<file path="config.mk">
export PLATFORM = sky130hd
export DESIGN_NAME = mmm_lane
export DESIGN_NICKNAME = d
export VERILOG_FILES = /design/src/rtl/mmm_pkg.sv /design/src/rtl/mmm_lane.sv
export SDC_FILE = /design/constraint.sdc
export NUM_CORES = 1
export LEC_CHECK = 0
export ABC_AREA = 1
export BUFFER_PORTS_ARGS = -buffer_cell sky130_fd_sc_hd__clkbuf_2
export CORE_UTILIZATION = 50
export DETAILED_ROUTE_END_ITERATION = 10
export PLACE_DENSITY = 0.7
export RECOVER_POWER = 25
export SLEW_MARGIN = 10
export SYNTH_ARGS = -nofsm -noshare
export SYNTH_HDL_FRONTEND = slang
export SYNTH_SLANG_ARGS = --single-unit
</file>
<file path="constraint.sdc">
create_clock -name clk -period 15.41 [get_ports clk]
set_clock_uncertainty 0.1 [all_clocks]
set_input_delay 1.541 -clock clk [delete_from_list [all_inputs] [get_ports clk]]
set_output_delay 1.541 -clock clk [all_outputs]
set_load 0.03 [all_outputs]
</file>
<file path="src/rtl/mmm_pkg.sv">
// Shared constants and types of the motor mixer
package mmm_pkg;

  // Motor slots on the output bus, and motors actually driven
  localparam int MAX_MOTORS = 8;
  localparam int MOTOR_COUNT = 8;
  localparam int SPEED_W = 12;
  localparam int CMD_W = 16;
  localparam int PROD_W = 29;

  // Action codes carried in the input tuser
  localparam logic [1:0] ACT_MIX    = 2'd0;
  localparam logic [1:0] ACT_TICK   = 2'd1;
  localparam logic [1:0] ACT_FSTATE = 2'd2;
  localparam logic [1:0] ACT_STICK  = 2'd3;

  // Flight states
  localparam logic [2:0] FM_DISARMED = 3'd0;
  localparam logic [2:0] FM_ARMED    = 3'd1;
  localparam logic [2:0] FM_READY    = 3'd2;
  localparam logic [2:0] FM_TESTING  = 3'd3;

  // Configuration register indexes
  localparam logic CFG_MIN_SPEED = 1'b0;
  localparam logic CFG_MAX_SPEED = 1'b1;

  // Kind of result produced by an item in flight
  localparam logic [1:0] KIND_MIX  = 2'd0;
  localparam logic [1:0] KIND_ZERO = 2'd1;
  localparam logic [1:0] KIND_IDLE = 2'd2;
  localparam logic [1:0] KIND_TEST = 2'd3;

  // Motor test scale: stick is Q11.4 and full deflection is 90, so 90 * 16
  localparam int TEST_SCALE = 1440;
  localparam int SCALE_W = 23;           // holds 4095 * 1440
  // floor(x / 45) = (x * RECIP_45) >> 24, exact for x below 2**18
  localparam int QUOT_X_W = 18;
  localparam int RECIP_SHIFT = 24;
  localparam int RECIP_W = 19;
  localparam logic [RECIP_W-1:0] RECIP_45 = 19'd372828;

  // Sign pattern per motor, bit i set where the term is subtracted
  localparam logic [MAX_MOTORS-1:0] ROLL_NEG  = 8'h99;
  localparam logic [MAX_MOTORS-1:0] PITCH_NEG = 8'h33;
  localparam logic [MAX_MOTORS-1:0] YAW_NEG   = 8'h5A;

  typedef struct packed {
    logic roll_neg;
    logic pitch_neg;
    logic yaw_neg;
  } sign_t;

  typedef struct packed {
    logic s2_ld;
    logic out_ld;
  } lane_ctrl_t;

endpackage

</file>
<file path="src/rtl/mmm_lane.sv">
// One motor lane: mix and range stage, then test divide and result register
module mmm_lane (
  input  logic                                  clk,
  input  mmm_pkg::lane_ctrl_t                   ctrl,
  input  mmm_pkg::sign_t                        sgn,
  input  logic [1:0]                            kind,
  input  logic signed [mmm_pkg::CMD_W-1:0]      thrust,
  input  logic signed [mmm_pkg::CMD_W-1:0]      roll_cmd,
  input  logic signed [mmm_pkg::CMD_W-1:0]      pitch_cmd,
  input  logic signed [mmm_pkg::CMD_W-1:0]      yaw_cmd,
  input  logic signed [mmm_pkg::PROD_W-1:0]     prod,
  input  logic [mmm_pkg::SPEED_W-1:0]           idle_speed,
  input  logic [mmm_pkg::SPEED_W-1:0]           speed_limit,
  output logic [mmm_pkg::SPEED_W-1:0]           speed
);

  logic signed [19:0] base;
  logic signed [19:0] th_t;
  logic signed [19:0] roll_t;
  logic signed [19:0] pitch_t;
  logic signed [19:0] yaw_t;
  logic signed [19:0] sum;
  logic signed [19:0] neg_sum;
  logic signed [19:0] v;
  logic signed [19:0] min_s;
  logic signed [19:0] max_s;
  logic [mmm_pkg::SPEED_W-1:0] mix_val;

  logic [mmm_pkg::SCALE_W-1:0] min_scaled;
  logic [mmm_pkg::SCALE_W-1:0] max_scaled;
  logic signed [mmm_pkg::PROD_W-1:0] t;

  // stage 2 registers
  logic [1:0] kind2;
  logic [mmm_pkg::SPEED_W-1:0] mix2;
  logic neg2;
  logic over2;
  logic [mmm_pkg::QUOT_X_W-1:0] x2;

  logic [mmm_pkg::QUOT_X_W+mmm_pkg::RECIP_W-1:0] quot_prod;
  logic [mmm_pkg::SPEED_W-1:0] quot;

  // Signed sum of terms around the idle speed, in 1/16 steps
  always_comb begin
    base    = signed'({4'b0000, idle_speed, 4'b0000});
    th_t    = {{4{thrust[15]}}, thrust};
    roll_t  = {{4{roll_cmd[15]}}, roll_cmd};
    pitch_t = {{4{pitch_cmd[15]}}, pitch_cmd};
    yaw_t   = {{4{yaw_cmd[15]}}, yaw_cmd};
    if (sgn.roll_neg) begin
      roll_t = -roll_t;
    end
    if (sgn.pitch_neg) begin
      pitch_t = -pitch_t;
    end
    if (sgn.yaw_neg) begin
      yaw_t = -yaw_t;
    end
    sum = base + th_t + roll_t + pitch_t + yaw_t;
    neg_sum = -sum;
    // truncate toward zero
    if (sum[19]) begin
      v = -(neg_sum >>> 4);
    end else begin
      v = sum >>> 4;
    end
    min_s = signed'({8'b0, idle_speed});
    max_s = signed'({8'b0, speed_limit});
    // lower clamp wins when min is above max
    if (v < min_s) begin
      mix_val = idle_speed;
    end else if (v > max_s) begin
      mix_val = speed_limit;
    end else begin
      mix_val = v[mmm_pkg::SPEED_W-1:0];
    end
  end

  // Motor test numerator and its range checks
  always_comb begin
    min_scaled = mmm_pkg::SCALE_W'(idle_speed) * mmm_pkg::SCALE_W'(mmm_pkg::TEST_SCALE);
    max_scaled = mmm_pkg::SCALE_W'(speed_limit) * mmm_pkg::SCALE_W'(mmm_pkg::TEST_SCALE);
    t = prod + signed'({{(mmm_pkg::PROD_W-mmm_pkg::SCALE_W){1'b0}}, min_scaled});
  end

  // Hold the stage 2 results
  always_ff @(posedge clk) begin
    if (ctrl.s2_ld) begin
      kind2 <= kind;
      mix2  <= mix_val;
      neg2  <= t[mmm_pkg::PROD_W-1];
      over2 <= t > signed'({{(mmm_pkg::PROD_W-mmm_pkg::SCALE_W){1'b0}}, max_scaled});
      // divide by 32 here, by 45 below
      x2    <= t[mmm_pkg::QUOT_X_W+4:5];
    end
  end

  // Divide by 45 through the reciprocal
  always_comb begin
    quot_prod = (mmm_pkg::QUOT_X_W+mmm_pkg::RECIP_W)'(x2)
              * (mmm_pkg::QUOT_X_W+mmm_pkg::RECIP_W)'(mmm_pkg::RECIP_45);
    quot = quot_prod[mmm_pkg::RECIP_SHIFT+mmm_pkg::SPEED_W-1:mmm_pkg::RECIP_SHIFT];
  end

  // Select the result for this motor
  always_ff @(posedge clk) begin
    if (ctrl.out_ld) begin
      case (kind2)
        mmm_pkg::KIND_MIX:  speed <= mix2;
        mmm_pkg::KIND_ZERO: speed <= '0;
        mmm_pkg::KIND_IDLE: speed <= idle_speed;
        mmm_pkg::KIND_TEST: begin
          if (neg2) begin
            speed <= '0;
          end else if (over2) begin
            speed <= speed_limit;
          end else begin
            speed <= quot;
          end
        end
        default: speed <= '0;
      endcase
    end
  end

endmodule

</file>
; ---- Word level (Yosys, flattened, before mapping)
; Index checks and enable logic that the tools add are counted.
; W data, S select, Z words.
[totals]
reg_bits = 46
input_bits = 125
output_inout_bits = 12
wordCells = 35
[classes]
addsub = 10
mul = 3
n_lt_le_gt_ge = 3
n_eq_ne = 3
muxes = 9
reduce_logical = 1
[ops]
columns = cell, n
row1 = $mux W20, 4
row2 = $neg A16 Y20, 4
row3 = $mux W12, 4
row4 = $pmux W12 S4, 1
row5 = $add A20 B20 Y20, 2
row6 = $mul A12 B6 Y18 const B, 2
row7 = $mul A18 B17 Y34 const B, 1
row8 = $add A29 B24 Y29, 1
row9 = $gt A29 B24 Y1, 1
row10 = $add A18 B20 Y20, 1
row11 = $gt A20 B13 Y1, 1
row12 = $lt A20 B13 Y1, 1
row13 = $neg A20 Y20, 1
row14 = $add A17 B16 Y18, 1
row15 = $eq A2 B2 Y1 const B, 2
row16 = $eq A2 B1 Y1 const B, 1
row17 = $logic_not A2 Y1, 1

; ---- Longest topological paths before layout
; Gate-level depths: netlist of the first run.
[logic_depth]
ltp_word = 11
mapped_depth = 45
ltp_nobuf = 44

; ---- Worst setup path after synthesis of the first run
; OpenSTA, ideal clock, no wires.
[synth_timing]
path_kind = in2reg
start = input port roll_cmd[1] in the netlist's numbering
end = register mix2[6] in the netlist's numbering (data pin)
setup_ns = 0.252
arrival_ns = 7.551
required_ns = 15.058
setup_slack_ns = 7.507
path_stages = 43
path_buffers = 1
cell_sequence = inv_1 > ha_1 > inv_1 > nor3_1 > nand2_1 > nor3_1 > nor3b_1 > nor2_1 > xor2_1 > inv_1 > fa_1 > inv_1 > fa_1 > inv_1 > fa_1 > inv_1 > ha_1 > nand2_1 > [... 7 more ...] > nand2_1 > nand3_2 > nor2_1 > o21ai_1 > nand3_1 > nand2_1 > ha_1 > nand4_1 > nor3_1 > nand2_1 > a32o_1 > nand4_2 > nand2_2 > buf_6 > nand2_1 > nand2_1 > nand2_1 > nand2_1
[synth_between]
elab_chain_len = 11
word_cells_on_any_way = 12
classes_between = add/sub: 6 / order compare: 2 / mux: 4
[synth_lines]
columns = element, line
row1 = "start, declared", mmm_lane.sv:8  ; input logic signed [mmm_pkg::CMD_W-1:0] roll_cmd,
row2 = $neg A16 Y20, mmm_lane.sv:51  ; roll_t = -roll_t;
row3 = $mux W20 (*), mmm_lane.sv:50  ; if (sgn.roll_neg) begin
row4 = $add A18 B20 Y20 (*), mmm_lane.sv:59  ; sum = base + th_t + roll_t + pitch_t + yaw_t;
row5 = $add A20 B20 Y20 (*) (2 in series), mmm_lane.sv:59
row6 = $neg A20 Y20, mmm_lane.sv:60  ; neg_sum = -sum;
row7 = $neg A16 Y20, mmm_lane.sv:63  ; v = -(neg_sum >>> 4);
row8 = $mux W20 (*), mmm_lane.sv:62  ; if (sum[19]) begin
row9 = $gt A20 B13 Y1, mmm_lane.sv:72  ; end else if (v > max_s) begin
row10 = $mux W12, mmm_lane.sv:72
row11 = $mux W12 (*), mmm_lane.sv:70  ; if (v < min_s) begin
row12 = named net mix_val (one bit), mmm_lane.sv:27  ; logic [mmm_pkg::SPEED_W-1:0] mix_val;
row13 = "end signal, assigned", mmm_lane.sv:90  ; mix2 <= mix_val;
row14 = "end, declared", mmm_lane.sv:35  ; logic [mmm_pkg::SPEED_W-1:0] mix2;
; Mark *: on every way through the listed nets, which the timed path passes. The rest lies on a longest branch.
; A chain may end at the register's enable or synchronous reset.

; ---- Final worst setup path of the first run
[layout_timing]
start = input port roll_cmd[0] in the netlist's numbering
end = register mix2[1] in the netlist's numbering (data pin)
; Same word-level chain as after synthesis.

==> qor.yml, run 1 <==
grt:
  antenna_found_initial: 2
  grtUsageTotal_pct: 27.4
  grt_max_degree: 35
  grt_pass1_wl_um: 70500
  grt_overflow: 0
  grt_pass1_vias: 13800
synthesis:
  synth-edff-count: 46
  yosysSeqAreaShare_pct: 8.71
  ys_warn_count: 0
  ys_types: 50
  avgSynthCellArea_sq_um: 7.65
  synth_top_flop_cell: "edfxtp_1"
  syn-instance-count: 2074
  synthesis.nets: 2663
  synth_area_sq_um: 15900
  ys_ff_latch: 46
  async_flop_share_pct: 0
clock_network:
  ctsHoldBuffers: 0
  path_clk_slew_ns: 0.07
  htree_num_levels: 2
  cts-resized-gates: 0
  cts-root-buf: "clkbuf_16"
  cts_tree: "built"
  post_cts.repair.setup_buffers: 0
  clock_path_buffers: 2
  cts_sinks: 46
  cts_made_buffers: 5
  clk_latency_ns: 0.28
cells_and_area:
  fillCellCount: 3007
  area_growth_pct: 7.84
  final_net_count: 2789
  seqCellArea_sq_um: 1380
  final_common_cell: "inv_1"
  final_cells: 2599
  drive_gt1_share_pct: 8.54
  multiInputGateArea_sq_um: 12500
  layout_common_cells: "inv_1, nand2_1, ha_1"
worst_hold_path:
  holdCritPathClass: "flip-flop to flip-flop"
  hold_depth: 2
  hold_start: "mix2[11]$_DFFE_PP_"
floorplan:
  io_pins: 137
  core_sq_um: 30900
  dieWidth_um: 180
  die_area_sq_um: 32400
  die_h_um: 180
  initial_core_util_pct: 51.3
  num_rows: 64
setup_path:
  crit_cells: 41
  critical_path_buf_inv_count: 9
  critPathArrivalTime_ns: 8.96
  end_kind: "flip-flop"
  cp_max_fo: 13
  cp_top_family: "simple AND/OR/NAND/NOR gates"
  reg2reg_depth: 22
  slowest_delay_ns: 0.54
  worstReg2RegStart: "x2[4]$_DFFE_PP_"
  critPathSlowestCell: "fa_1"
  path_common_cell: "nand2_1"
  setup.worst_path.start_class: "primary input"
  required_ns: 15.47
  critPathKind: "primary input to flip-flop"
  startpoint: "roll_cmd[0]"
outcome:
  violations: "max-capacitance violations, max-slew violations"
  outcome: "finished with violations"
drt:
  drt_iter0_markers: 976
  via_count: 13700
  drt-vias-per-instance: 5.26
  ant_nets: 0
  drt_drc_violations_left: 0
  firstDrtPassIters: 5
  wl_per_cell_um: 16.5
  wirelength_um: 42900
job:
  maxCapViolCount: 1
timing:
  hold_viol: 0
  max_slew_margin_pct: -21.0
  min_period_ns: 8.90
  setup_tns_ns: 0
  finalCritPeriodShare_pct: 57.8
  setup_viol: 0
  worst_pin_slew_ns: 1.82
  rsz0062_at_grt: "false"
  final_max_slew_viol_count: 35
  clock.fmax_ghz: 0.112
placement:
  io_buffers: 136
  finalWeightedCongestion: 0.940
  dp_cells: 2589
  post-dp-hpwl_um: 38400
==> worst reg2reg max path: stages, from the launching register on <==
cell	delay (ns)
edfxtp_1	0.55
ha_1	0.43
inv_1	0.09
fa_1	0.55
inv_1	0.06
fa_1	0.52
fa_1	0.53
fa_1	0.51
fa_1	0.51
ha_1	0.38
nand2_1	0.14
nor4_1	0.36
nand2_1	0.09
o211ai_1	0.29
nand2_1	0.09
o211ai_1	0.15
nand2_1	0.08
nand2_1	0.10
a31oi_1	0.11
nand2_1	0.07
nand2_1	0.04
o21ai_0	0.16
o211ai_1	0.10
==> cell type report <==
type / instances / area share [%]
Antenna cell: 2 / 0.0293
Clock buffer: 6 / 0.753
Clock inverter: 2 / 0.219
Inverter: 513 / 11.3
Multi-Input combinational cell: 1498 / 72.8
Sequential cell: 46 / 8.07
Tap cell: 396 / 2.90
Timing Repair Buffer: 136 / 3.94
==> cells in the mapped netlist, drive strengths merged, types with 2 or more instances <==
cell	n	area share (%)
a211oi	2	0.095
nor2	136	3.5
nand3	91	3.1
o21bai	11	0.52
or2	4	0.16
nand3b	5	0.24
buf	8	0.40
ha	282	22
o211ai	20	0.95
nor3	16	0.54
clkbuf	9	0.21
o31ai	5	0.24
and2	3	0.12
xor2	70	3.9
edfxtp	46	8.7
nand4	23	1.0
nor4	7	0.28
a21oi	130	4.1
nand2	384	9.3
o21ai	64	2.0
a21boi	3	0.14
o21a	4	0.19
xnor2	31	1.7
a31oi	12	0.47
nor3b	2	0.095
o221ai	4	0.22
inv	512	12
fa	182	23
==> cells by family after synthesis <==
family	share of synthesized area (%)
AOI/OAI and AO/OA	9.27
xor gates and xnor gates	5.58
adders and majority gates	45.2
buffers and inverters	12.8
DFF	8.71
and+or+nand+nor	18.5
==> per-layer routing <==
metal / wire length (um) / vias up / GRT usage [%] / share of wire [%]
li1: - / 6822 / - / -
met2: 19100 / 437 / 44.4 / 45
met3: 2530 / 59 / 2.79 / 5.9
met1: 20100 / 6353 / 38.9 / 47
met5: 0 / - / 0 / 0
met4: 1110 / 0 / 7.11 / 2.6
==> worst paths after layout <==
| path | end | slack (ns) |
|---|---|---|
| max | mix2[1]$_DFFE_PP_ | 6.51 |
| max reg2reg | speed[8]$_DFFE_PP_ | 9.16 |
| min | speed[11]$_DFFE_PP_ | 0.46 |
| min reg2reg | speed[11]$_DFFE_PP_ | 0.46 |
==> flip-flops by register name (all words and copies together) (netlist names) <==
register  cells
neg2          1
mix2         12
x2           18
speed        12
kind2         2
over2         1
==> through the flow <==
| step | worst slack (ns) | util [%] | cell area [sq um] | hold WS [ns] |
|---|---|---|---|---|
| final | 6.51 | 55.3 | 17100 | 0.465 |
| after global placement | 6.40 | 54.8 | 16900 | 0.448 |
| after detailed placement | 6.25 | 54.8 | 16900 | 0.433 |
| after CTS | 6.51 | 55.4 | 17100 | 0.449 |
| after global routing | 5.79 | 55.3 | 17100 | 0.483 |
| after floorplan | 7.51 | - | 15900 | 0.407 |
Power of run 1 is not shown: default switching activity piles up to over one toggle a cycle in this logic, so the estimate is an artifact.
==> inputs of run 2 (changes only) <==
clock period = 8.3 ns   (was 15.41 ns; I/O delays follow)
==> qor.yml, run 2 (same netlist as run 1, synthesis figures left out) <==
outcome:
  outcome: "finished with violations"
  violations: "max-capacitance violations, max-slew violations"
worst_hold_path:
  hold_start: "mix2[11]$_DFFE_PP_"
  hold_depth: 2  # unchanged
  hold_path_end: "speed[11]$_DFFE_PP_"
  holdCritPathClass: "flip-flop to flip-flop"
setup_path:
  worstReg2RegStart: "x2[5]$_DFFE_PP_"
  required_ns: 8.25  # -7.22 ns
  r2r-end: "speed[8]$_DFFE_PP_"
  cp_top_family: "simple AND/OR/NAND/NOR gates"
  setup.worst_path.start_class: "primary input"
  cp_max_fo: 12  # -1
  reg2reg_depth: 22  # unchanged
  path_common_cell: "nand2_1"
  critPathKind: "primary input to flip-flop"
  slowest_delay_ns: 0.55  # about the same
  reg2reg_slack_ns: 2.00  # -7.16 ns
  critical_path_buf_inv_count: 7  # -2
  end_kind: "flip-flop"
  critPathSlowestCell: "fa_1"
  critPathArrivalTime_ns: 7.65  # -1.31 ns
timing:
  whs_ns: 0.461  # -0.00372 ns
  max_slew_margin_pct: -19.9  # +1.2 points
  setup_viol: 0  # unchanged
  min_period_ns: 7.70
  clock.fmax_ghz: 0.130
  hold_viol: 0  # unchanged
  worst_pin_slew_ns: 1.80  # -0.0174 ns
  final_max_slew_viol_count: 35  # unchanged
  finalCritPeriodShare_pct: 92.8
cells_and_area:
  final_cells: 2605  # +0.23%
  final_common_cell: "inv_1"
  fillCellCount: 2961  # -1.5%
  drive_gt1_share_pct: 9.15  # +0.61 points
  area_growth_pct: 8.41
  final_net_count: 2796  # +0.25%
  largestRegisters: "x2 (18), mix2 (12), speed (12)"
  largest_reg_flops: 18  # unchanged
  regMostFlops: "x2"
  utilization_pct: 55.6  # +0.29 points
  layout_common_cells: "inv_1, nand2_1, ha_1"
drt:
  via_count: 13700  # -0.10%
  wl_per_cell_um: 16.5  # +0.16%
  drt_drc_violations_left: 0  # unchanged
  firstDrtPassIters: 6  # +1
  drt-vias-per-instance: 5.24  # -0.33%
  drt_iter0_markers: 953  # -2.4%
  wirelength_um: 43100  # +0.39%
  ant_nets: 0  # unchanged
floorplan:
  dieWidth_um: 180  # unchanged
  die_area_sq_um: 32400  # unchanged
  io_pins: 137  # unchanged
  num_rows: 64  # unchanged
  die_h_um: 180  # unchanged
  core_sq_um: 30900  # unchanged
  initial_core_util_pct: 51.3  # unchanged
grt:
  grt_max_degree: 35  # unchanged
  grt_pass1_vias: 13700  # -0.48%
  antenna_found_initial: 1  # -1
  grt_overflow: 0  # unchanged
  grt_pass1_wl_um: 70100  # -0.59%
  grtUsageTotal_pct: 27.1  # -0.26 points
placement:
  dp_cells: 2596  # +0.27%
  io_buffers: 136  # unchanged
  post-dp-hpwl_um: 38300  # -0.21%
  finalWeightedCongestion: 0.984  # +4.7%
clock_network:
  post_cts.repair.setup_buffers: 0  # unchanged
  cts_made_buffers: 5  # unchanged
  cts-root-buf: "clkbuf_16"
  clock_path_buffers: 2  # unchanged
  path_clk_slew_ns: 0.07  # about the same
  cts_tree: "built"
  cts_sinks: 46  # unchanged
  clk_latency_ns: 0.29  # about the same
  htree_num_levels: 2  # unchanged
job:
  maxCapViolCount: 1  # unchanged
## run 2: final cells by class
type / count / area, sq um / area share (%)
clock buffer: 6 / 129 / 0.749
antenna: 1 / 2.50 / 0.0146
clock inverter: 2 / 37.5 / 0.218
sequential: 46 / 1380 / 8.03
multi-input combinational: 1498 / 12500 / 72.7
inverter: 513 / 1930 / 11.2
tap: 396 / 495 / 2.88
timing repair buffer: 143 / 724 / 4.21
## run 2: how the worst max path moves through the flow
| stage | slack [ns] | to | start | cells after the start |
|---|---|---|---|---|
| 2_1_floorplan | 1.11 | mix2[6]$_DFFE_PP_ | roll_cmd[1] | 43 |
| 5_1_grt | -0.003 | mix2[4]$_DFFE_PP_ | roll_cmd[1] | 42 |
| 6_report | 0.60 | mix2[4]$_DFFE_PP_ | roll_cmd[0] | 43 |
| 3_5_place_dp | 0.12 | mix2[3]$_DFFE_PP_ | roll_cmd[0] | 42 |
| 4_1_cts | 0.40 | mix2[3]$_DFFE_PP_ | roll_cmd[0] | 42 |
| 3_3_place_gp | 0.27 | mix2[1]$_DFFE_PP_ | roll_cmd[0] | 42 |
## run 2: what timing repair did
item                       in CTS  in global routing
hold buffers                    0                  0
gates resized for setup         0                  9
setup endpoints to repair       0                 12
## run 2: through the flow
step | setup slack [ns] | area, sq um | setup TNS (ns)
after global placement | 0.273 | 17000 | 0
final | 0.599 | 17200 | 0
after floorplan | 1.11 | 15900 | 0
after detailed placement | 0.118 | 17000 | 0
after global routing | -0.00289 | 17200 | -0.00289
after CTS | 0.396 | 17200 | 0
## run 2: metal layers
| metal | up-vias | routed length, um | GRT usage (%) |
|---|---|---|---|
| li1 | 6821 | - | - |
| met1 | 6397 | 20100 | 38.0 |
| met4 | 0 | 836 | 6.02 |
| met5 | - | 0 | 0 |
| met3 | 34 | 2640 | 3.35 |
| met2 | 405 | 19500 | 44.6 |
## run 2: worst min-delay path: cells and delay by family (launching register included)
family,cells,cell delay [ns]
flip-flops,1,0.32
AND/OR/NAND/NOR,2,0.14
Power of run 2 is left out for the same reason.
